**config.mk**
```make
export PLATFORM = sky130hd
export DESIGN_NAME = pcbdl_front
export DESIGN_NICKNAME = d
export VERILOG_FILES = /design/src/rtl/pcbdl_pkg.sv /design/src/rtl/pcbdl_front.sv
export SDC_FILE = /design/constraint.sdc
export NUM_CORES = 1
export LEC_CHECK = 0
export ABC_AREA = 1
export BUFFER_PORTS_ARGS = -buffer_cell sky130_fd_sc_hd__buf_2
export CORE_AREA = 2 2 120 210
export DETAILED_ROUTE_END_ITERATION = 10
export DIE_AREA = 0 0 122 212
export HOLD_SLACK_MARGIN = 0.06
export PLACE_DENSITY_LB_ADDON = 0.1
export SYNTH_ARGS = -nofsm -noshare
export SYNTH_HDL_FRONTEND = slang
export SYNTH_SLANG_ARGS = --single-unit
```
**constraint.sdc**
```tcl
create_clock -name clk_i -period 7 [get_ports clk_i]
set_input_delay 0 -clock clk_i [delete_from_list [all_inputs] [get_ports clk_i]]
set_output_delay 0 -clock clk_i [all_outputs]
set_load 0.1 [all_outputs]
```
**src/rtl/pcbdl_pkg.sv**
```systemverilog
// Shared types and constants of the per-client byte debt limiter.
// No dependencies.
package pcbdl_pkg;

  localparam int unsigned ClientSlots = 256;
  localparam int unsigned SlotW       = $clog2(ClientSlots);
  localparam int unsigned WordW       = 32;
  localparam int unsigned CfgIdxW     = 2;
  localparam int unsigned QueueDepth  = 2;
  localparam int unsigned QueuePtrW   = $clog2(QueueDepth);

  // register indexes
  localparam logic [CfgIdxW-1:0] RegNormalRate   = 2'd0;
  localparam logic [CfgIdxW-1:0] RegModRate      = 2'd1;
  localparam logic [CfgIdxW-1:0] RegNormalMax    = 2'd2;
  localparam logic [CfgIdxW-1:0] RegModMax       = 2'd3;

  // command codes
  localparam logic CmdCheck  = 1'b0;
  localparam logic CmdUpdate = 1'b1;

  // one classified item handed from front to back
  typedef struct packed {
    logic             command;
    logic [SlotW-1:0] slot;
    logic [WordW-1:0] rate;
    logic [WordW-1:0] limit;
    logic [WordW-1:0] now;
    logic [WordW-1:0] bytes;
  } job_t;

endpackage

```
**src/rtl/pcbdl_front.sv**
```systemverilog
// Front end: accepts items, picks rate and limit, queues jobs for the back end.
// Depends on pcbdl_pkg.
module pcbdl_front (
  input  logic                        clk_i,
  input  logic                        rst_ni,
  input  logic                        in_valid_i,
  output logic                        in_ready_o,
  input  logic                        command_i,
  input  logic [7:0]                  client_index_i,
  input  logic                        is_moderator_i,
  input  logic [pcbdl_pkg::WordW-1:0] now_seconds_i,
  input  logic [pcbdl_pkg::WordW-1:0] byte_count_i,
  input  logic [pcbdl_pkg::WordW-1:0] normal_rate_i,
  input  logic [pcbdl_pkg::WordW-1:0] moderator_rate_i,
  input  logic [pcbdl_pkg::WordW-1:0] normal_max_i,
  input  logic [pcbdl_pkg::WordW-1:0] moderator_max_i,
  output logic                        job_valid_o,
  input  logic                        job_ready_i,
  output pcbdl_pkg::job_t             job_o
);

  pcbdl_pkg::job_t                  fifo_q [pcbdl_pkg::QueueDepth];
  logic [pcbdl_pkg::QueuePtrW-1:0]  wr_q, rd_q;
  logic [pcbdl_pkg::QueuePtrW:0]    cnt_q;
  pcbdl_pkg::job_t                  job_new;
  logic                             push, pop;

  // classify the incoming item
  always_comb begin
    job_new.command = command_i;
    job_new.slot    = client_index_i[pcbdl_pkg::SlotW-1:0];
    job_new.rate    = is_moderator_i ? moderator_rate_i : normal_rate_i;
    job_new.limit   = is_moderator_i ? moderator_max_i : normal_max_i;
    job_new.now     = now_seconds_i;
    job_new.bytes   = byte_count_i;
  end

  assign in_ready_o  = (cnt_q != (pcbdl_pkg::QueuePtrW+1)'(pcbdl_pkg::QueueDepth));
  assign push        = in_valid_i && in_ready_o;
  assign job_valid_o = (cnt_q != '0);
  assign pop         = job_valid_o && job_ready_i;
  assign job_o       = fifo_q[rd_q];

  // store queued jobs
  always_ff @(posedge clk_i) begin
    if (push) begin
      fifo_q[wr_q] <= job_new;
    end
  end

  // advance pointers and count
  always_ff @(posedge clk_i or negedge rst_ni) begin
    if (!rst_ni) begin
      wr_q  <= '0;
      rd_q  <= '0;
      cnt_q <= '0;
    end else begin
      if (push) wr_q <= wr_q + 1'b1;
      if (pop)  rd_q <= rd_q + 1'b1;
      if (push && !pop) cnt_q <= cnt_q + 1'b1;
      else if (pop && !push) cnt_q <= cnt_q - 1'b1;
    end
  end

endmodule

```
; Word level (Yosys, flattened, before mapping)
; Memory sizes are Yosys's and may differ from the RTL's.
; Cells that the tools add are included.
[totals]
register_bits = 4
rom_bits = 0
latch_bits = 0
mem_bits_rw = 274
mem_count = 1
input_bits = 206
[op_classes]
shifts = 0
n_mul = 0
n_addsub = 4
div_mod_pow = 0
n_mux = 6
eq_ne = 1
n_bitwise = 0
reduce_logical = 8
magnitude_cmp = 0
[memory_table]
columns = name, depth, width, read_ports, rd_clocked_by_memory_dff, wr, line_no
row1 = fifo_q, 2, 137, 1, 0, 1, pcbdl_front.sv:22  ; pcbdl_pkg::job_t fifo_q [pcbdl_pkg::QueueDepth];
[ops]
columns = op, n
row1 = $mux W32, 2
row2 = $logic_and A1 B1 Y1, 4
row3 = $mux W2, 2
row4 = $reduce_bool A2 Y1, 2
row5 = $add A1 B1 Y1 const B, 2
row6 = $add A2 B1 Y2 const B, 1
row7 = $logic_not A1 Y1, 2
row8 = $mux W1, 2
row9 = $ne A2 B2 Y1 const B, 1
row10 = $sub A2 B1 Y2 const B, 1

; Logic depth before layout (Yosys ltp)
; Gate-level depths: netlist of the first run.
[depth]
depth_word = 6
ltp_mapped = 10
ltp_nobuf = 10

; Least setup slack after synthesis of the first run
; Ideal clock, no wire load.
[synth_timing]
kind = flip-flop to flip-flop
from = register cnt_q[0] (netlist bit)
to = memory fifo_q[0][0] (netlist bit), enable pin
setup_time_ns = 0.636
arrival_time_ns = 7.105
slack_ns = -0.741
path_stages_with_launch = 5
synth_period_minus_slack_ns = 7.741
t_required_ns = 6.364
n_path_buf = 0
path_cell_list = dfrtp_1 > inv_1 > nand2_1 > nand2_1 > nor2_1
[synth_via]
elab_chain_len = 4
[synth_rtl]
columns = element, line_no
row1 = from (decl), pcbdl_front.sv:24  ; logic [pcbdl_pkg::QueuePtrW:0] cnt_q;
row2 = from (signal assigned), pcbdl_front.sv:60  ; if (push && !pop) cnt_q <= cnt_q + 1'b1;
row3 = from (signal assigned), pcbdl_front.sv:61  ; else if (pop && !push) cnt_q <= cnt_q - 1'b1;
row4 = $ne A2 B2 Y1, pcbdl_front.sv:38  ; assign in_ready_o = (cnt_q != (pcbdl_pkg::QueuePtrW+1)'(pcbdl_pkg::QueueDepth));
row5 = net in_ready_o, pcbdl_front.sv:7  ; output logic in_ready_o,
row6 = $logic_and A1 B1 Y1, pcbdl_front.sv:39  ; assign push = in_valid_i && in_ready_o;
row7 = $mux W1, pcbdl_front.sv:46  ; if (push) begin
row8 = $mux W1 (implied by the code), pcbdl_front.sv:47  ; fifo_q[wr_q] <= job_new;
row9 = to (decl), pcbdl_front.sv:22
; The timed path passes the listed nets, and every way through them passes these cells.

==> results of run 1 <==
==> final cells by class <==
cell class	count	area (µm²)	share of cell area, %
clock buffer	36	716.9	4.556
timing repair buffer	555	3831	24.34
multi-input combinational	493	2370	15.06
sequential	278	8332	52.94
antenna	1	2.502	0.01590
tap	312	390.4	2.481
inverter	7	28.78	0.1829
clock inverter	9	66.31	0.4214
==> cell families (layout without fill, tap and decap cells) <==
logic type	Yosys count	count (layout)
XOR/XNOR	2	2
multiplexers	64	64
adder cells (fa/ha/maj)	1	1
other	0	1
buffers and inverters	44	607
flip-flops	278	278
AND/OR/NAND/NOR	426	426
==> Yosys cell counts <==
cell | number | share of area (%)
clkbuf_1 | 1 | 0.034
dfrtp_1 | 4 | 0.91
buf_6 | 1 | 0.10
buf_4 | 11 | 0.75
edfxtp_1 | 274 | 75
inv_1 | 6 | 0.21
inv_2 | 1 | 0.034
xor2_1 | 1 | 0.080
ha_1 | 1 | 0.11
xnor2_1 | 1 | 0.080
nand3_1 | 2 | 0.091
nor2_1 | 2 | 0.068
nand2_1 | 421 | 14
nand4_1 | 1 | 0.057
mux2_2 | 64 | 6.6
clkbuf_8 | 6 | 0.75
buf_2 | 18 | 0.82
==> metrics by stage <==
step | utilization, % | setup WS [ns] | hold slack, ns
detailed placement | 53.20 | 3.875 | -0.1868
floorplan | - | -0.7411 | -0.2956
CTS | 64.89 | 3.299 | 0.1658
finish | 64.90 | 3.374 | 0.2027
global placement | 53.20 | 3.863 | -0.1876
global route | 64.90 | 3.158 | 0.1970
==> layout by cell type (no fill, tap or decap) <==
cell type      count
nand2_1          421
buf_2            344
edfxtp_1         274
dlygate4sd3_1    205
mux2_2            64
clkbuf_16         25
inv_1              6
clkbuf_1           6
clkbuf_8           5
clkinv_1           5
buf_4              5
dfrtp_1            3
nor2_4             2
nand3_1            2
clkinv_2           2
diode_2            1
inv_4              1
xnor2_1            1
xor2_1             1
nand4_1            1
ha_1               1
clkinvlp_4         1
bufinv_16          1
buf_12             1
dfrtp_4            1
==> final timing paths <==
kind	endpoint	cells after the start	startpoint	slack [ns]
worst max register to register	fifo_q[1][66]	5	cnt_q[0]	4.23
worst min register to register	cnt_q[1]	2	cnt_q[1]	0.49
min in group asynchronous	cnt_q[0]	3	rst_ni	0.41
worst min-delay path	fifo_q[0][37]	2	now_seconds_i[5]	0.20
max in group asynchronous	rd_q	3	rst_ni	6.39
worst max-delay path	job_o[9]	5	rd_q	3.37
==> worst max-delay path: cells and delay by family, from the launching register on <==
| kind | cells | cell delay (ns) |
|---|---|---|
| flip-flops | 1 | 0.82 |
| AND/OR/NAND/NOR | 2 | 0.22 |
| buffers and inverters | 3 | 1.94 |
==> registers in the layout (all words and copies together), names as in the netlist <==
name / cells
fifo_q: 274
cnt_q: 2
rd_q: 1
wr_q: 1
==> routing by layer <==
| layer | share of wire [%] | up-vias | track usage [%] |
|---|---|---|---|
| met2 | 53 | 261 | 36.54 |
| met4 | 3.9 | 2 | 8.323 |
| met5 | 0.042 | - | 0 |
| li1 | - | 3868 | - |
| met1 | 36 | 3703 | 21.27 |
| met3 | 7.0 | 58 | 4.426 |
==> metrics.csv, run 1 <==
stage;metric;value;unit
finish;Final #Nets;1567;
finish;fin cells;1691;
setup_path;CP endpoint kind;output pin;
synth;Synth Area in Compound Gates;0;%
placement;Post-Place Cells;1440;
synth;synthesized net count;1022;
finish;number of fill cells;1846;
worst_hold_path;worst hold path type;input pin to flip-flop;
placement;Placed Area;12900;µm²
finish;Final Cell Area;15740;µm²
clock_network;clk_lat worst skew;0.52;ns
sta;fin crit period;3.626;ns
sta;Max Clock Freq;275.8;MHz
setup_path;peak fanout along the critical path;89;
sta;Setup Total Neg Slack;0;ns
clock_network;Root Driver;clkbuf_16;
die;Initial Util;45.28;%
sta;Hold Vio Cnt, Final;0;
setup_path;CP max stage cell;inv_4;
synth;Synth Area in Adders;0.1140;%
finish;layout cells sized above 1;32.80;%
placement;post-DP HPWL;15.63;mm
grt;grt total ovfl;0;
sta;RSZ-0062 raised after global routing;false;
clock_network;CTS buffer count;25;
synth;post-synthesis simple-gate area fraction;14.61;%
die;Ports;345;
drt;routed len/inst;15.46;µm
clock_network;Post-CTS Hold Fix Bufs;205;
grt;largest net degree at the start of global routing;105;
drt;remaining antenna violation count;0;
drt;DRC viols;0;
synth;post-synthesis instance total;815;
run;Max Cap Violations;0;
setup_path;crit-path cells;inv_4 -> buf_4 -> nand2_1 -> nand2_1 -> buf_2;
setup_path;Setup crit start kind;flip-flop;
grt;GRT Overall Usage;19.73;%
grt;vias in the first global route;8098;
setup_path;CP peak stage delay;0.87;ns
sta;max_slew headroom;30.16;%
setup_path;CP Data Arrival Time;3.63;ns
drt;detailed-router iteration count before antenna repair;4;
placement;# port buffers;344;
grt;first-pass GRT wire length;39.64;mm
outcome;status;finished clean;
synth;synthesized cell area;10980;µm²
clock_network;post-CTS setup buffer count;0;
clock_network;H-tree Lvls;1;
sta;Pins Over Slew Limit;0;
placement;Placer Congestion;0.7581;
sta;final setup violation count;0;
die;die height;212;µm
clock_network;clock buffer depth;3;
sta;clock skew;0.01133;ns
grt;initial antenna violation count;2;
drt;Vias;7892;
setup_path;crit path kind;flip-flop to output pin;
die;Core Box Area;24250;µm²
clock_network;CTS tree;yes;
finish;Area Growth Syn to Fin;43.34;%
drt;DRT iter0 DRCs;417;
die;FP Rows;76;
synth;Yosys reg bits;278;
die;die footprint;25860;µm²
synth;syn_area_per_cell;13.47;µm²
drt;WL final;26.14;mm
setup_path;critical path required time;7.00;ns
sta;Tcrit/Tclk final;51.80;%
clock_network;Clk pin slew, worst setup/hold paths;0.06;ns
sta;Slew @ Worst Pin;1.045;ns
synth;largest family of logic cells by synthesized area;simple AND/OR/NAND/NOR gates;
clock_network;post-cts sizing count;0;
synth;Post-Synth XOR/XNOR Area;0.1595;%
synth;mux share of post-synthesis cell area;6.564;%
setup_path;most used cell, CP;nand2_1;
clock_network;clock sink count;278;
synth;Yosys Warn Count;0;
synth;Unique masters post-synth;17;
drt;vias per inst;4.667;
die;Die Width;122;µm
synth;Seq/Total Area, Yosys;75.85;%
Power of run 1 is not shown: default switching activity piles up to over one toggle a cycle in this logic, so the estimate is an artifact.
==> run 2: changes to the inputs <==
==> constraint.sdc (replaced) <==
create_clock -name clk_i -period 3.25 [get_ports clk_i]
set_input_delay 0 -clock clk_i [delete_from_list [all_inputs] [get_ports clk_i]]
set_output_delay 0 -clock clk_i [all_outputs]
set_load 0.1 [all_outputs]
==> metrics.csv, run 2 (synthesis gave the netlist of run 1 again) <==
stage;metric;value;unit
clock_network;Root Driver;clkbuf_16;
grt;largest net degree at the start of global routing;139;
drt;WL final;26.23;mm
placement;# port buffers;344;
clock_network;clock sink count;278;
sta;Slew @ Worst Pin;0.7980;ns
sta;Pins Over Slew Limit;0;
clock_network;post-CTS setup buffer count;0;
finish;layout cells sized above 1;33.09;%
finish;Reg with most FFs;fifo_q;
clock_network;clock buffer depth;3;
clock_network;H-tree Lvls;1;
placement;post-DP HPWL;15.76;mm
die;die footprint;25860;µm²
sta;Tcrit/Tclk final;74.72;%
die;Core Box Area;24250;µm²
die;Ports;345;
clock_network;CTS tree;yes;
sta;max_slew headroom;46.80;%
die;Die Width;122;µm
drt;vias per inst;4.678;
sta;final setup violation count;0;
finish;most frequent cells in the layout;419 x nand2_1, 344 x buf_2, 274 x edfxtp_1;
setup_path;Setup crit start kind;flip-flop;
die;FP Rows;76;
run;Max Cap Violations;0;
grt;vias in the first global route;8260;
clock_network;clk_lat worst skew;0.52;ns
finish;leading cell type in the layout, fill and taps excluded;nand2_1;
drt;DRC viols;0;
clock_network;CTS buffer count;25;
setup_path;CP Data Arrival Time;2.43;ns
clock_network;Clk pin slew, worst setup/hold paths;0.06;ns
grt;grt total ovfl;0;
die;Initial Util;45.28;%
drt;Vias;7924;
setup_path;crit path kind;flip-flop to output pin;
drt;detailed-router iteration count before antenna repair;4;
setup_path;peak fanout along the critical path;40;
drt;routed len/inst;15.49;µm
sta;Setup Total Neg Slack;0;ns
placement;Placer Congestion;0.7773;
finish;biggest regs;fifo_q (274), cnt_q (2);
grt;initial antenna violation count;1;
outcome;status;finished clean;
drt;DRT iter0 DRCs;366;
sta;Hold Vio Cnt, Final;0;
grt;GRT Overall Usage;19.81;%
drt;remaining antenna violation count;0;
setup_path;CP endpoint kind;output pin;
finish;max FFs per register;274;
sta;RSZ-0062 raised after global routing;false;
finish;Area Growth Syn to Fin;43.74;%
sta;clock skew;0.01174;ns
grt;first-pass GRT wire length;39.93;mm
die;die height;212;µm
sta;Max Clock Freq;411.8;MHz
worst_hold_path;worst hold path type;input pin to flip-flop;
clock_network;post-cts sizing count;0;
finish;Final #Nets;1571;
setup_path;critical path required time;3.25;ns
sta;fin crit period;2.428;ns
[run 2: cell count changes in the layout (fill, tap and decap cells not counted), moves of 2 or more]
cell / delta
clkbuf_8: -4
clkinvlp_4: +2
buf_12: +4
clkinv_2: +2
nand2_1: -2
[run 2: what timing repair did]
item,CTS,global route
endpoints found under the hold margin,282,0
setup endpoints to repair,0,0
hold buffers,205,0
[run 2: layer usage]
layer	wire length, µm	part of all wire, %	global-route usage (%)
met5	0	0	0
met4	821	3.1	7.689
met3	1813	6.9	4.399
met2	14120	54	38.10
met1	9478	36	20.35
[run 2: metrics by stage]
step,setup slack (ns),instance area [µm²],utilization [%],cells,hold WS (ns)
after floorplan,0.004343,11020,-,815,-0.2956
after global placement,1.351,13000,53.63,1444,-0.1767
after detailed placement,1.355,13000,53.63,1444,-0.1716
after CTS,0.7870,15780,65.07,1693,0.1784
after global routing,0.7076,15780,65.08,1694,0.1922
final,0.8217,15780,65.08,1694,0.2006
[run 2: worst max-delay path, stage by stage (launching register included)]
cell and delay (ns):
dfrtp_4 0.50, inv_4 0.34, buf_4 0.38, nand2_1 0.09
nand2_1 0.13, buf_2 0.45
[run 2: final timing paths]
kind / cells past startpoint / start / slack [ns] / end
worst max-delay path: 5 / rd_q / 0.82 / job_o[119]
worst min-delay path: 2 / byte_count_i[24] / 0.20 / fifo_q[0][24]
worst max register to register: 5 / cnt_q[0] / 1.45 / fifo_q[1][82]
worst min register to register: 1 / cnt_q[0] / 0.51 / cnt_q[0]
max in group asynchronous: 3 / rst_ni / 2.60 / rd_q
min in group asynchronous: 3 / rst_ni / 0.43 / cnt_q[0]
[run 2: area by class of cell]
class                      count  area (µm²)
tap                          312       390.4
sequential                   278        8332
inverter                       7       28.78
timing repair buffer         559        3911
clock inverter                11       57.56
antenna                        1       2.502
clock buffer                  33       665.6
multi-input combinational    493        2394
fill                        1880        8467
Power of run 2 is left out for the same reason.
==> run 3: changes to the inputs <==
--- a/config.mk
+++ b/config.mk
@@ -5,11 +5,11 @@
 export SDC_FILE = /design/constraint.sdc
 export NUM_CORES = 1
 export LEC_CHECK = 0
-export ABC_AREA = 1
+export ABC_AREA = 0
 export BUFFER_PORTS_ARGS = -buffer_cell sky130_fd_sc_hd__buf_2
-export CORE_AREA = 2 2 120 210
+export CORE_AREA = 2 2 114 199
 export DETAILED_ROUTE_END_ITERATION = 10
-export DIE_AREA = 0 0 122 212
+export DIE_AREA = 0 0 116 201
 export HOLD_SLACK_MARGIN = 0.06
 export PLACE_DENSITY_LB_ADDON = 0.1
 export SYNTH_ARGS = -nofsm -noshare
==> constraint.sdc (replaced) <==
create_clock -name clk_i -period 2.55 [get_ports clk_i]
set_input_delay 0 -clock clk_i [delete_from_list [all_inputs] [get_ports clk_i]]
set_output_delay 0 -clock clk_i [all_outputs]
set_load 0.1 [all_outputs]
==> metrics.csv, run 3 <==
stage;metric;value;unit
setup_path;Critical Path Start;rd_q;
setup_path;Buf/Inv on CP;2;
setup_path;worst reg-to-reg setup slack;0.79;ns
setup_path;Worst R2R Start;cnt_q[0];
finish;Final Cell Area;15760;µm²
drt;Vias;6858;
grt;GRT Overall Usage;20.15;%
synth;Synth top area share;75.33;%
synth;Unique masters post-synth;15;
synth;most frequent cell after synthesis;edfxtp_1;
setup_path;end of the critical path;job_o[65];
clock_network;clk_lat worst skew;0.51;ns
clock_network;CTS tree;yes;
synth;Synth Flop Type;edfxtp_1;
die;Ports;345;
die;die footprint;23320;µm²
synth;Yosys top cell by area;edfxtp_1;
sta;RSZ-0062 raised after global routing;false;
worst_hold_path;worst hold path type;input pin to flip-flop;
grt;initial antenna violation count;2;
grt;first-pass GRT wire length;36.51;mm
clock_network;Post-CTS Hold Fix Bufs;205;
synth;Seq/Total Area, Yosys;76.24;%
finish;area of the multi-input gates;2381;µm²
drt;Max Used Layer;met4;
clock_network;clock sink count;278;
finish;Area Growth Syn to Fin;44.24;%
grt;grt total ovfl;0;
synth;Yosys Warn Count;0;
clock_network;Root Driver;clkbuf_16;
setup_path;CP endpoint kind;output pin;
finish;number of fill cells;1420;
finish;most frequent cells in the layout;344 x buf_2, 274 x edfxtp_1, 205 x dlygate4sd3_1;
drt;WL final;24.41;mm
placement;post-DP HPWL;14.96;mm
synth;synthesized cell area;10920;µm²
sta;final setup violation count;0;
synth;most frequent cells after synthesis;274 x edfxtp_1, 201 x mux2_2, 20 x buf_6, 4 x dfrtp_1, 3 x xnor2_1;
sta;Slew @ Worst Pin;0.6254;ns
die;Initial Util;50.10;%
finish;layout cells sized above 1;54.40;%
sta;max_slew headroom;58.30;%
grt;vias in the first global route;7675;
clock_network;Clk pin slew, worst setup/hold paths;0.06;ns
clock_network;post-CTS setup buffer count;0;
drt;routed len/inst;17.56;µm
setup_path;FF-to-FF path depth;4;
synth;Post-synth EDFFs;274;
finish;Reg area;8332;µm²
synth;async set-reset flop share out of synthesis;1.439;%
synth;post-synthesis instance total;515;
placement;Placed Area;12920;µm²
synth;Yosys reg bits;278;
finish;biggest regs;fifo_q (274), cnt_q (2);
setup_path;crit-path cells;buf_12 -> mux2_2 -> buf_2;
finish;leading cell type in the layout, fill and taps excluded;buf_2;
synth;synthesized net count;722;
setup_path;Setup crit start kind;flip-flop;
sta;Tcrit/Tclk final;80.73;%
setup_path;FF-to-FF End;fifo_q[0][91];
setup_path;Critical Path Stages;3;
sta;Max Clock Freq;485.7;MHz
setup_path;CP peak stage delay;0.44;ns
outcome;status;finished clean;
setup_path;top cell family by delay on the critical path;buffers and inverters;
drt;length of routed met2 wiring;13.71;mm
finish;fin cells;1390;
synth;syn_area_per_cell;21.21;µm²
drt;DRC viols;0;
placement;Placer Congestion;0.7873;
finish;Final #Nets;1283;
sta;Hold Vio Cnt, Final;0;
die;FP Rows;72;
sta;clock skew;0.01015;ns
clock_network;post-cts sizing count;0;
sta;Pins Over Slew Limit;0;
clock_network;clock buffer depth;3;
run;Max Cap Violations;0;
placement;# port buffers;344;
setup_path;CP max stage cell;dfrtp_4;
drt;vias per inst;4.934;
finish;Finished Core Util;72.27;%
die;die height;201;µm
setup_path;peak fanout along the critical path;66;
finish;Reg with most FFs;fifo_q;
drt;detailed-router iteration count before antenna repair;6;
synth;Area contributors post-synth;edfxtp_1 75%, mux2_2 21%, buf_6 2.1%;
clock_network;CTS buffer count;25;
die;Core Box Area;21800;µm²
drt;DRT iter0 DRCs;333;
clock_network;H-tree Lvls;1;
drt;DRT met1 WL;8.084;mm
drt;remaining antenna violation count;0;
setup_path;CP Data Arrival Time;2.06;ns
drt;met3 routed wirelength;1.704;mm
die;Die Width;116;µm
setup_path;critical path required time;2.55;ns
grt;largest net degree at the start of global routing;95;
sta;fin crit period;2.059;ns
placement;Post-Place Cells;1140;
setup_path;crit path kind;flip-flop to output pin;
finish;max FFs per register;274;
run 3: area by class of cell:
cell class / instances / share of cell area, %
diodes: 2 / 0.03177
clock buffers: 26 / 3.995
clock inverters: 17 / 0.9212
inverters: 1 / 0.02382
multi-input cells: 214 / 15.11
flip-flops and latches: 278 / 52.88
well taps: 296 / 2.351
repair buffers: 556 / 24.68
run 3: cells by family after synthesis:
logic type / synth area share, %
xor gates and xnor gates: 0.4010
adders and majority gates: 0.1145
buffers and inverters: 2.211
DFF: 76.24
muxes: 20.72
and+or+nand+nor: 0.3094
run 3: per-stage QoR:
step                setup TNS, ns  hold slack (ns)  setup slack, ns
floorplan                 -158.61          -0.2956          -0.7520
global placement                0          -0.1922           0.8600
detailed placement              0          -0.1895           0.7921
CTS                             0           0.1956           0.4638
global route                    0           0.2085           0.4305
finish                          0           0.2154           0.4913
run 3: how the worst min path moves through the flow:
stage | cells after the start | start | end | slack (ns)
floorplan | 0 | rst_ni | cnt_q[0] | -0.30
global placement | 1 | rst_ni | cnt_q[1] | -0.19
detailed placement | 1 | rst_ni | cnt_q[1] | -0.19
CTS | 2 | byte_count_i[5] | fifo_q[0][5] | 0.20
finish | 2 | now_seconds_i[29] | fifo_q[0][61] | 0.22
global route | 2 | byte_count_i[31] | fifo_q[0][31] | 0.21
run 3: layer usage:
layer,up-vias,track usage (%)
met4,0,8.333
met2,279,39.49
met5,-,0
li1,3167,-
met3,59,4.227
met1,3353,19.51
Power of run 3 is left out for the same reason.
